## src/hw/rtl/line_atomic_log_fifo_top_assert.svh

```systemverilog
// Assertion macros for the line-atomic log FIFO.
// Used by lalf_ctrl; expects i_clk and i_rst_n in the including module.
`ifndef LINE_ATOMIC_LOG_FIFO_TOP_ASSERT_SVH
`define LINE_ATOMIC_LOG_FIFO_TOP_ASSERT_SVH

// Condition in this cycle implies consequence in the next cycle.
`define LALF_ASSERT_NEXT(lbl, ante, cons) \
    lbl: assert property (@(posedge i_clk) disable iff (!i_rst_n) (ante) |=> (cons)) \
        else $error("lalf assertion failed");

// Condition implies consequence in the same cycle.
`define LALF_ASSERT_NOW(lbl, ante, cons) \
    lbl: assert property (@(posedge i_clk) disable iff (!i_rst_n) (ante) |-> (cons)) \
        else $error("lalf assertion failed");

`endif

```

## src/hw/rtl/lalf_pkg.sv

```systemverilog
// Shared types, constants and helpers for the line-atomic log FIFO.
// No dependencies; used by lalf_ctrl, lalf_dpath and the top level.
`timescale 1ns / 1ps

package lalf_pkg;

    localparam int BUFFER_SIZE = 256;
    localparam int PTR_W       = $clog2(BUFFER_SIZE);
    localparam int FREE_W      = (PTR_W > 8) ? PTR_W : 8;

    localparam logic OP_WRITE = 1'b0;
    localparam logic OP_READ  = 1'b1;

    typedef logic [PTR_W-1:0] t_ptr;

    // Controller to datapath commands.
    typedef struct packed {
        logic accept;   // take the input item, update ring state
        logic load;     // move staged result into the output register
    } t_cmd;

    function automatic t_ptr ptr_next(input t_ptr p);
        t_ptr r;
        if (p == t_ptr'(BUFFER_SIZE - 1)) begin
            r = '0;
        end else begin
            r = p + t_ptr'(1);
        end
        return r;
    endfunction

endpackage

```

## src/hw/rtl/lalf_ctrl.sv

```systemverilog
// Handshake controller for the line-atomic log FIFO.
// Depends on lalf_pkg and line_atomic_log_fifo_top_assert.svh.
`timescale 1ns / 1ps
`include "line_atomic_log_fifo_top_assert.svh"

module lalf_ctrl (
    input  logic              i_clk,
    input  logic              i_rst_n,
    input  logic              i_valid,
    output logic              o_stall,
    output logic              o_valid,
    input  logic              i_stall,
    output lalf_pkg::t_cmd    o_cmd
);

    typedef enum logic [1:0] {
        ST_ACCEPT = 2'b01,
        ST_FETCH  = 2'b10
    } t_state;

    t_state r_state, n_state;
    logic   r_out_valid, n_out_valid;
    logic   w_load_ok;
    logic   w_accept;
    logic   w_load;

    // Output slot is free or is being drained this cycle.
    assign w_load_ok = !r_out_valid || !i_stall;
    assign o_stall   = !((r_state == ST_ACCEPT) || ((r_state == ST_FETCH) && w_load_ok));
    assign w_accept  = i_valid && !o_stall;
    assign w_load    = (r_state == ST_FETCH) && w_load_ok;

    always_comb begin
        n_state = r_state;
        case (r_state)
            ST_ACCEPT: begin
                if (w_accept) begin
                    n_state = ST_FETCH;
                end
            end
            ST_FETCH: begin
                if (w_load) begin
                    n_state = w_accept ? ST_FETCH : ST_ACCEPT;
                end
            end
            default: begin
                n_state = ST_ACCEPT;
            end
        endcase
    end

    always_comb begin
        n_out_valid = r_out_valid;
        if (w_load) begin
            n_out_valid = 1'b1;
        end else if (!i_stall) begin
            n_out_valid = 1'b0;
        end
    end

    always_ff @(posedge i_clk) begin
        if (!i_rst_n) begin
            r_state     <= ST_ACCEPT;
            r_out_valid <= 1'b0;
        end else begin
            r_state     <= n_state;
            r_out_valid <= n_out_valid;
        end
    end

    assign o_valid      = r_out_valid;
    assign o_cmd.accept = w_accept;
    assign o_cmd.load   = w_load;

    `LALF_ASSERT_NEXT(a_accept_to_fetch, w_accept, r_state == ST_FETCH)
    `LALF_ASSERT_NEXT(a_load_sets_valid, w_load, r_out_valid)
    `LALF_ASSERT_NEXT(a_drain_to_accept, w_load && !w_accept, r_state == ST_ACCEPT)

endmodule

```

## src/hw/rtl/lalf_dpath.sv

```systemverilog
// Ring buffer datapath: byte store, pointers, drop counter, result registers.
// Depends on lalf_pkg; driven by commands from lalf_ctrl.
`timescale 1ns / 1ps

module lalf_dpath (
    input  logic              i_clk,
    input  logic              i_rst_n,
    input  lalf_pkg::t_cmd    i_cmd,
    input  logic              i_op,
    input  logic [7:0]        i_data_byte,
    input  logic              i_last_of_line,
    output logic              o_read_valid,
    output logic [7:0]        o_read_byte,
    output logic              o_line_committed,
    output logic              o_line_dropped,
    output logic              o_drop_report_valid,
    output logic [31:0]       o_drop_report,
    output logic [7:0]        o_free_bytes,
    output logic [31:0]       o_dropped_lines
);

    logic [7:0] r_mem [lalf_pkg::BUFFER_SIZE];
    logic [7:0] r_rd_data;

    lalf_pkg::t_ptr r_pend, n_pend;
    lalf_pkg::t_ptr r_commit, n_commit;
    lalf_pkg::t_ptr r_tail, n_tail;
    logic           r_disc, n_disc;
    logic [31:0]    r_drop, n_drop;

    // staged result of the accepted item
    logic           r_stg_rv, n_stg_rv;
    logic           r_stg_lc, n_stg_lc;
    logic           r_stg_ld, n_stg_ld;
    logic           r_stg_drv, n_stg_drv;
    logic [31:0]    r_stg_dr, n_stg_dr;

    // output register
    logic           r_o_rv;
    logic [7:0]     r_o_rb;
    logic           r_o_lc;
    logic           r_o_ld;
    logic           r_o_drv;
    logic [31:0]    r_o_dr;
    logic [7:0]     r_o_free;
    logic [31:0]    r_o_drop;

    logic                        w_full;
    logic                        w_we;
    logic                        w_re;
    lalf_pkg::t_ptr              w_used;
    logic [lalf_pkg::FREE_W-1:0] w_free;
    logic [7:0]                  w_free_sat;

    assign w_full = (lalf_pkg::ptr_next(r_pend) == r_tail);

    always_comb begin
        n_pend    = r_pend;
        n_commit  = r_commit;
        n_tail    = r_tail;
        n_disc    = r_disc;
        n_drop    = r_drop;
        n_stg_rv  = 1'b0;
        n_stg_lc  = 1'b0;
        n_stg_ld  = 1'b0;
        n_stg_drv = 1'b0;
        n_stg_dr  = '0;
        w_we      = 1'b0;
        w_re      = 1'b0;
        if (i_cmd.accept) begin
            if (i_op == lalf_pkg::OP_WRITE) begin
                if (!r_disc) begin
                    if (!w_full) begin
                        w_we   = 1'b1;
                        n_pend = lalf_pkg::ptr_next(r_pend);
                    end else begin
                        n_disc = 1'b1;
                    end
                end
                if (i_last_of_line) begin
                    if (n_disc) begin
                        // roll the line back
                        n_pend = r_commit;
                        if (r_drop != '1) begin
                            n_drop = r_drop + 32'd1;
                        end
                        n_disc   = 1'b0;
                        n_stg_ld = 1'b1;
                    end else begin
                        n_commit = n_pend;
                        n_stg_lc = 1'b1;
                    end
                end
            end else begin
                if (r_commit != r_tail) begin
                    n_stg_rv = 1'b1;
                    w_re     = 1'b1;
                    n_tail   = lalf_pkg::ptr_next(r_tail);
                end else if (r_drop != '0) begin
                    n_stg_drv = 1'b1;
                    n_stg_dr  = r_drop;
                    n_drop    = '0;
                end
            end
        end
    end

    // Byte store: one write or one registered read per item.
    always_ff @(posedge i_clk) begin
        if (w_we) begin
            r_mem[r_pend] <= i_data_byte;
        end
        if (w_re) begin
            r_rd_data <= r_mem[r_tail];
        end
    end

    always_ff @(posedge i_clk) begin
        if (!i_rst_n) begin
            r_pend   <= '0;
            r_commit <= '0;
            r_tail   <= '0;
            r_disc   <= 1'b0;
            r_drop   <= '0;
        end else begin
            r_pend   <= n_pend;
            r_commit <= n_commit;
            r_tail   <= n_tail;
            r_disc   <= n_disc;
            r_drop   <= n_drop;
        end
    end

    always_ff @(posedge i_clk) begin
        if (i_cmd.accept) begin
            r_stg_rv  <= n_stg_rv;
            r_stg_lc  <= n_stg_lc;
            r_stg_ld  <= n_stg_ld;
            r_stg_drv <= n_stg_drv;
            r_stg_dr  <= n_stg_dr;
        end
    end

    // Pointers already hold the post-item values when the result loads.
    // Truncated size constant makes the wrap exact for power-of-two rings.
    assign w_used = (r_pend >= r_tail) ? (r_pend - r_tail)
                  : (r_pend + lalf_pkg::t_ptr'(lalf_pkg::BUFFER_SIZE) - r_tail);
    assign w_free = lalf_pkg::FREE_W'(lalf_pkg::BUFFER_SIZE - 1)
                  - lalf_pkg::FREE_W'(w_used);
    assign w_free_sat = (w_free > lalf_pkg::FREE_W'(255)) ? 8'hFF : w_free[7:0];

    always_ff @(posedge i_clk) begin
        if (i_cmd.load) begin
            r_o_rv   <= r_stg_rv;
            r_o_rb   <= r_stg_rv ? r_rd_data : 8'h00;
            r_o_lc   <= r_stg_lc;
            r_o_ld   <= r_stg_ld;
            r_o_drv  <= r_stg_drv;
            r_o_dr   <= r_stg_dr;
            r_o_free <= w_free_sat;
            r_o_drop <= r_drop;
        end
    end

    assign o_read_valid        = r_o_rv;
    assign o_read_byte         = r_o_rb;
    assign o_line_committed    = r_o_lc;
    assign o_line_dropped      = r_o_ld;
    assign o_drop_report_valid = r_o_drv;
    assign o_drop_report       = r_o_dr;
    assign o_free_bytes        = r_o_free;
    assign o_dropped_lines     = r_o_drop;

endmodule

```

## src/hw/rtl/line_atomic_log_fifo_top.sv

```systemverilog
// Results: the result of an accepted item is staged, then loaded into the output register
//   once the output slot is free or draining; o_valid is high from then on until it is taken.
// Throughput: one item per cycle while the output side keeps up; the byte store
//   is read at the accept edge, so results leave through a one-slot output register.
// Reset (i_rst_n low, synchronous): ring pointers, line-discard flag, drop counter,
//   controller state and o_valid clear; the byte store is not cleared (no clearing pass).
`timescale 1ns / 1ps

module line_atomic_log_fifo_top (
    input  logic        i_clk,
    input  logic        i_rst_n,
    // input item channel
    input  logic        i_valid,
    output logic        o_stall,
    input  logic        i_op,
    input  logic [7:0]  i_data_byte,
    input  logic        i_last_of_line,
    // result item channel
    output logic        o_valid,
    input  logic        i_stall,
    output logic        o_read_valid,
    output logic [7:0]  o_read_byte,
    output logic        o_line_committed,
    output logic        o_line_dropped,
    output logic        o_drop_report_valid,
    output logic [31:0] o_drop_report,
    output logic [7:0]  o_free_bytes,
    output logic [31:0] o_dropped_lines
);

    // Depends on lalf_pkg, lalf_ctrl and lalf_dpath.

    // Commands from the controller: accept updates ring state and starts the
    // store read, load moves the staged result into the output register.
    lalf_pkg::t_cmd w_cmd;

    lalf_ctrl u_ctrl (
        .i_clk   (i_clk),
        .i_rst_n (i_rst_n),
        .i_valid (i_valid),
        .o_stall (o_stall),
        .o_valid (o_valid),
        .i_stall (i_stall),
        .o_cmd   (w_cmd)
    );

    // Ring datapath: writes go behind the tentative head, the last byte of
    // a line commits it or rolls it back and counts a drop.
    lalf_dpath u_dpath (
        .i_clk               (i_clk),
        .i_rst_n             (i_rst_n),
        .i_cmd               (w_cmd),
        .i_op                (i_op),
        .i_data_byte         (i_data_byte),
        .i_last_of_line      (i_last_of_line),
        .o_read_valid        (o_read_valid),
        .o_read_byte         (o_read_byte),
        .o_line_committed    (o_line_committed),
        .o_line_dropped      (o_line_dropped),
        .o_drop_report_valid (o_drop_report_valid),
        .o_drop_report       (o_drop_report),
        .o_free_bytes        (o_free_bytes),
        .o_dropped_lines     (o_dropped_lines)
    );

endmodule
```

## config.mk

```make
export PLATFORM = sky130hd
export DESIGN_NAME = line_atomic_log_fifo_top
export DESIGN_NICKNAME = d
export VERILOG_FILES = /design/src/hw/rtl/lalf_pkg.sv /design/src/hw/rtl/lalf_ctrl.sv /design/src/hw/rtl/lalf_dpath.sv /design/src/hw/rtl/line_atomic_log_fifo_top.sv
export VERILOG_INCLUDE_DIRS = /design/src /design/src/hw/rtl
export SDC_FILE = /design/constraint.sdc
export NUM_CORES = 2
export LEC_CHECK = 0
export BUFFER_PORTS_ARGS = -buffer_cell sky130_fd_sc_hd__clkbuf_2
export CORE_ASPECT_RATIO = 1.5
export CORE_UTILIZATION = 55
export CTS_BUF_LIST = sky130_fd_sc_hd__clkbuf_2
export DETAILED_ROUTE_END_ITERATION = 8
export GPL_ROUTABILITY_DRIVEN = 0
export HOLD_SLACK_MARGIN = 0.12
export PLACE_DENSITY = 0.71
export SETUP_SLACK_MARGIN = 0.1
export SYNTH_ARGS = -nofsm -noshare
export SYNTH_HDL_FRONTEND = slang
export SYNTH_SLANG_ARGS = --single-unit
export TNS_END_PERCENT = 20
```

## constraint.sdc

```tcl
create_clock -name i_clk -period 15.95 [get_ports i_clk]
set_input_delay 1.595 -clock i_clk [delete_from_list [all_inputs] [get_ports i_clk]]
set_output_delay 1.595 -clock i_clk [all_outputs]
set_load 0.005 [all_outputs]
```

After elaboration in Yosys (flattened, before gate mapping)
Memories as Yosys holds them, arrays and structs flattened. A register that Yosys moved wholly into a read port is not among the register bits.
Index checks and enable logic that the tools add are counted.
{"block": "totals", "reg_bits": 180, "latchBits": 0, "mem_bits_rw": 2048, "rom_bits": 0, "input_bits": 14, "output_inout_bits": 86, "word_cells": 96, "memories": 1}
{"name": "u_dpath.r_mem", "words": 256, "width": 8, "rd": 1, "rd_clocked_by_memory_dff": 1, "write_ports": 1, "line_no": "lalf_dpath.sv:22", "source": "logic [7:0] r_mem [lalf_pkg::BUFFER_SIZE];"}
{"block": "op_classes", "add_sub_neg": 5, "n_mul": 0, "div": 0, "magnitude_cmp": 1, "n_eq_ne": 12, "n_shift": 0, "n_mux": 35, "n_bitwise": 3, "n_reduce_logical": 19}
{"op": "$mux W32", "count": 6}
{"op": "$mux W8", "count": 6}
{"op": "$add A32 B1 Y32 const B", "count": 1}
{"op": "$ne A32 B32 Y1 const B", "count": 1}
{"op": "$reduce_bool A32 Y1", "count": 1}
{"op": "$mux W1", "count": 19}
{"op": "$add A8 B1 Y8 const B", "count": 2}
{"op": "$eq A8 B8 Y1 const B", "count": 2}
{"op": "$eq A8 B8 Y1", "count": 1}
{"op": "$gt A8 B8 Y1 const B", "count": 1}
{"op": "$ne A2 B1 Y1 const B", "count": 4}
{"op": "$ne A8 B8 Y1", "count": 1}
{"op": "$sub A8 B8 Y8", "count": 1}
{"op": "$sub A8 B8 Y8 const A", "count": 1}
{"op": "$mux W2", "count": 3}
{"op": "$reduce_and A3 Y1", "count": 2}
{"op": "$reduce_and A6 Y1", "count": 1}
{"op": "$reduce_bool A2 Y1", "count": 3}
{"op": "$pmux W2 S2", "count": 1}
{"op": "$reduce_and A2 Y1", "count": 2}
{"op": "$reduce_or A2 Y1", "count": 2}
{"op": "$logic_not A1 Y1", "count": 3}
{"op": "$not A1 Y1", "count": 3}
{"op": "$reduce_or A3 Y1", "count": 1}
{"op": "other kinds (5)", "count": 7}

Longest topological paths before layout
{"block": "depth", "ltp_word": 10, "mapped_depth": 13, "depth_no_buf": 10}

Modules after synthesis
From an unflattened synthesis, not the netlist that was laid out.
{"block": "unflattened", "cells_unflattened": 4090, "hier_area_um2": 87551.5}
{"module": "lalf_dpath", "instances": 1, "cells_per_inst": 4065, "area_each_um2": 87337.5, "seq_area_each_um2": 66483.8}
{"module": "lalf_ctrl", "instances": 1, "cells_per_inst": 25, "area_each_um2": 214.0, "seq_area_each_um2": 60.1}

Least setup slack after synthesis
OpenSTA, ideal clock, no wires.
{"block": "synth_timing", "path_type": "input-to-reg", "from": "input i_stall", "to": "memory u_dpath.r_mem[99][0] (enable)", "setup_time_ns": 0.370, "t_arrival_ns": 11.473, "required_time_ns": 15.580, "slack_ns": 4.107, "cell_stages": 8, "path_buffers": 1, "path_cell_list": "a21boi_0 o21ai_1 inv_1 nand2_1 nor3b_1 nand3_1 clkbuf_1 nor2_1"}
{"block": "synth_via", "elab_chain_len": 8}
{"item": "start, declared", "line_no": "line_atomic_log_fifo_top.sv:20", "source": "input logic i_stall,"}
{"item": "$logic_not A1 Y1", "line_no": "lalf_ctrl.sv:28", "source": "assign w_load_ok = !r_out_valid || !i_stall;"}
{"item": "$logic_or A1 B1 Y1", "line_no": "lalf_ctrl.sv:28"}
{"item": "$logic_and A1 B1 Y1", "line_no": "lalf_ctrl.sv:29", "source": "assign o_stall = !((r_state == ST_ACCEPT) || ((r_state == ST_FETCH) && w_load_ok));"}
{"item": "$logic_or A1 B1 Y1", "line_no": "lalf_ctrl.sv:29"}
{"item": "$logic_and A1 B1 Y1", "line_no": "lalf_ctrl.sv:30", "source": "assign w_accept = i_valid && !o_stall;"}
{"item": "net u_ctrl.w_accept", "line_no": "lalf_ctrl.sv:24", "source": "logic w_accept;"}
{"item": "$mux W1", "line_no": "lalf_dpath.sv:70", "source": "if (i_cmd.accept) begin"}
{"item": "$mux W1", "line_no": "lalf_dpath.sv:110", "source": "if (w_we) begin"}
{"item": "$mux W1 (not written as such)", "line_no": "lalf_dpath.sv:111", "source": "r_mem[r_pend] <= i_data_byte;"}
{"item": "end, declared", "line_no": "lalf_dpath.sv:22"}
The timed path passes the listed nets, and every way through them passes these cells.

Worst setup path after layout
{"block": "layout_timing", "from": "register u_dpath.r_pend[4]", "to": "memory u_dpath.r_mem[36][0] (enable)"}
{"block": "layout_via", "elab_chain_len": 9, "elab_cells_between_ends": 10, "cone_classes": "1 x add/sub; 2 x eq/ne; 7 x mux"}
{"item": "start, declared", "line_no": "lalf_dpath.sv:25", "source": "lalf_pkg::t_ptr r_pend, n_pend;"}
{"item": "start signal, assigned", "line_no": "lalf_dpath.sv:126", "source": "r_pend <= n_pend;"}
{"item": "$add A8 B1 Y8 or $eq A8 B8 Y1 (tied branches)", "line_no": "lalf_pkg.sv:27, lalf_pkg.sv:24"}
{"item": "$mux W8", "line_no": "lalf_pkg.sv:24", "source": "if (p == t_ptr'(BUFFER_SIZE - 1)) begin"}
{"item": "$eq A8 B8 Y1", "line_no": "lalf_dpath.sv:55", "source": "assign w_full = (lalf_pkg::ptr_next(r_pend) == r_tail);"}
{"item": "$mux W1", "line_no": "lalf_dpath.sv:73", "source": "if (!w_full) begin"}
{"item": "$mux W1", "line_no": "lalf_dpath.sv:72", "source": "if (!r_disc) begin"}
{"item": "$mux W1", "line_no": "lalf_dpath.sv:71", "source": "if (i_op == lalf_pkg::OP_WRITE) begin"}
{"item": "$mux W1", "line_no": "lalf_dpath.sv:70"}
{"item": "$mux W1", "line_no": "lalf_dpath.sv:110"}
{"item": "$mux W1 (not written as such)", "line_no": "lalf_dpath.sv:111"}
Parallel ways exist; a longest one is shown, timed or not.

==> results_dict.tcl <==
set metrics [dict create \
    status "completed" \
    seq_area_frac_synth 0.764 \
    path_cells "nand4_2 > o22ai_1 > nor3_1 > o221a_2 > a31oi_4 > and2_1 > nand3_4 > nor2_1" \
    cp_slowest_cell "nor2_1" \
    slowest_delay_ns 0.93 \
    yosys_warnings 0 \
    fillers 11214 \
    hold_class "reg2reg" \
    drt-initial-drc-count 5375 \
    min_period_ns 5.73 \
    vias_per_cell 6.39 \
    maxCapViolations 0 \
    skew_ns 0.155 \
    antenna_found_initial 6 \
    path_max_fanout 22 \
    dieArea_sq_um 160000 \
    grt_first_pass_wirelength_mm 320 \
    ff2ff_path_depth 8 \
    clkPwrFrac 0.320 \
    cts_buffers 465 \
    layout-drive-gt1-share 0.290 \
    finalCritPeriodShare 0.359 \
    hold_viol_final 0 \
    synthArstFlopShare 0 \
    clk_pin_slew_worst_paths_ns 0.13 \
    worst-path-stages 8 \
    die_width_um 327 \
    track_usage 0.282 \
    clock.fmax_ghz 0.175 \
    syn_nets 4283 \
    ys_top_cells_by_area "edfxtp_1 (75%), mux4_2 (14%), mux2i_1 (1.6%), nor2_1 (1.5%), dfxtp_1 (1.4%)" \
    synth_seq_cells 2236 \
    critical_path_class "reg2reg" \
    power_density_nw_per_um2 110 \
    holdBufCountCts 5 \
    synthTopCellsByCount "edfxtp_1 (2176), mux4_2 (525), nor2_1 (347)" \
    firstDrtPassIters 6 \
    ir_drop_mv 0.0653 \
    syn-cell-area_sq_um 87100 \
    clkLatencyLatePin_ns 1.84 \
    core_sq_um 157000 \
    htree_levels 5 \
    final_max_slew_viol_count 0 \
    intPower_mw 7.86 \
    totalWireLength_mm 223 \
    grt_pass1_vias 45895 \
    setup_violations 0 \
    fin_tns_setup_ns 0 \
    p_comb_frac 0.054 \
    hold_depth 0 \
    grt_max_degree 173 \
    required_ns 17.28 \
    cp-end-kind "flip-flop" \
    num_rows 178 \
    start_util 0.555 \
    synth_cell_type_count 74 \
    arrival_ns 7.05 \
    slew_headroom 0.0236 \
    crit_family "simple AND/OR/NAND/NOR gates" \
    syn_avg_cell_area_sq_um 20.5 \
    dieHeight_um 489 \
    ioPinCount 100 \
    dp_hpwl_mm 135 \
    cts_tree "done" \
    seqPwrFrac 0.626 \
    final_nets 4685 \
    area_growth_pct 8.01 \
    synth_ff_type "edfxtp_1" \
    cts_root_buf "clkbuf_2" \
    clock_sinks 2236 \
    synth_most_common_cell "edfxtp_1" \
    wire_per_inst_um 31.6 \
    rsz0062_at_grt "no" \
    ctsResizeCount 0 \
    p_total_mw 10.4 \
    path_buf_inv 0 \
    p_leak_nw 29.0 \
    cp-start-kind "flip-flop" \
    gr-total-overflow 0 \
    drc 0 \
    swShare 0.241 \
    clk_path_buf_depth 4 \
    synth_top_area_share 0.750 \
    postRouteAntennaNets 0 \
    switching_power_mw 2.49 \
    post-cts-setup-buffers 0 \
    numPortBuffers 99 \
    worstMarginPinSlew_ns 1.46 \
    vias 45186 \
    synthCells 4252 \
    synth_area_leader_cell "edfxtp_1" \
    synth-edff-count 2176 \
]
-- routing by layer --
| layer | vias to the layer above | global-route usage | wire (um) |
|---|---|---|---|
| met1 | 23306 | 0.340 | 76900 |
| li1 | 18618 | - | - |
| met2 | 2746 | 0.473 | 114000 |
| met5 | - | 0 | 0 |
| met4 | 0 | 0.160 | 13000 |
| met3 | 516 | 0.0600 | 19500 |
-- worst register-to-register path: stages (launching register included) --
cell and delay [ns]:
dfxtp_1 0.61, nand4_2 0.69, o22ai_1 0.47, nor3_1 0.10
o221a_2 0.36, a31oi_4 0.44, and2_1 0.87, nand3_4 0.90
nor2_1 0.94
-- path summary, 6_finish.rpt --
kind,from,to,slack [ns]
min,u_dpath.r_stg_dr[20]$_SDFFCE_PP0P_,u_dpath.o_drop_report[20]$_DFFE_PP_,0.35
max,u_dpath.r_pend[4]$_SDFFE_PN0P_,u_dpath.r_mem[36][0]$_DFFE_PP_,10.22
min reg2reg,u_dpath.r_stg_dr[20]$_SDFFCE_PP0P_,u_dpath.o_drop_report[20]$_DFFE_PP_,0.35
max reg2reg,u_dpath.r_pend[4]$_SDFFE_PN0P_,u_dpath.r_mem[36][0]$_DFFE_PP_,10.22
-- through the flow --
stage / std cells / utilization / hold WS, ns / setup slack [ns] / instance area [sq um]
global route: 7065 / 0.599 / 0.218 / 10.05 / 94100
detailed placement: 6252 / 0.573 / 0.405 / 10.16 / 89900
finish: 7069 / 0.599 / 0.351 / 10.22 / 94100
global placement: 6252 / 0.573 / 0.401 / 10.34 / 89900
floorplan: 4252 / - / 0.400 / 4.11 / 87100
CTS: 7061 / 0.599 / 0.185 / 10.36 / 94100
-- cells in the final DEF (no fill, tap or decap), drive strengths merged, types with 13 or more instances in the layout --
master,count
a211oi,21
a21oi,68
a221oi,30
a22oi,19
and2,46
buf,73
clkbuf,728
clkinv,159
dfxtp,60
edfxtp,2176
ha,16
inv,34
mux2i,141
mux4,525
nand2,109
nand3,56
nand4,16
nor2,347
nor3,42
nor4,20
o211ai,13
o21ai,43
o221ai,30
o22ai,22
xnor2,35
-- sequential cells by signal, summed over array words and instances, names as in the netlist --
signal,cells
u_dpath.r_tail,8
u_ctrl.o_valid,1
u_dpath.r_stg_rv,1
u_dpath.r_stg_dr,32
u_dpath.r_rd_data,8
u_dpath.o_free_bytes,8
u_dpath.o_drop_report,32
u_dpath.r_stg_lc,1
u_dpath.o_line_dropped,1
u_dpath.r_stg_ld,1
u_dpath.o_read_valid,1
u_dpath.r_drop,32
u_dpath.o_drop_report_valid,1
u_dpath.o_line_committed,1
u_dpath.r_commit,8
u_dpath.o_read_byte,8
u_dpath.o_dropped_lines,32
u_ctrl.r_state,2
u_dpath.r_stg_drv,1
u_dpath.r_mem,2048
u_dpath.r_disc,1
u_dpath.r_pend,8
-- final cells by class --
class                      count  area [sq um]  share of cell area
tap                         2070          2590              0.0275
inverter                      30           118             0.00125
clock inverter               175           942              0.0100
antenna                        8          20.0            0.000213
multi-input combinational   1744         19500               0.207
clock buffer                 629          3150              0.0335
sequential                  2236         66600               0.707
timing repair buffer         177          1280              0.0136
-- cell families after synthesis --
kind of cell | share of synthesized area
buffers and inverters | 0.0146
adder cells (fa/ha/maj) | 0.00253
flip-flops | 0.764
AND/OR/NAND/NOR | 0.0364
XOR/XNOR | 0.00498
AO/OA/AOI/OAI | 0.0249
multiplexers | 0.153
-- power by group through the flow --
stage / Combinational, mW / Sequential (mW) / Clock [mW]
after floorplan: 0.328 / 6.61 / 0
after global placement: 0.548 / 6.61 / 0
after detailed placement: 0.552 / 6.62 / 0
after CTS: 0.554 / 6.48 / 3.38
after global routing: 0.581 / 6.49 / 3.63
final: 0.554 / 6.48 / 3.32
No activity file was read; power rests on OpenSTA's default activity.
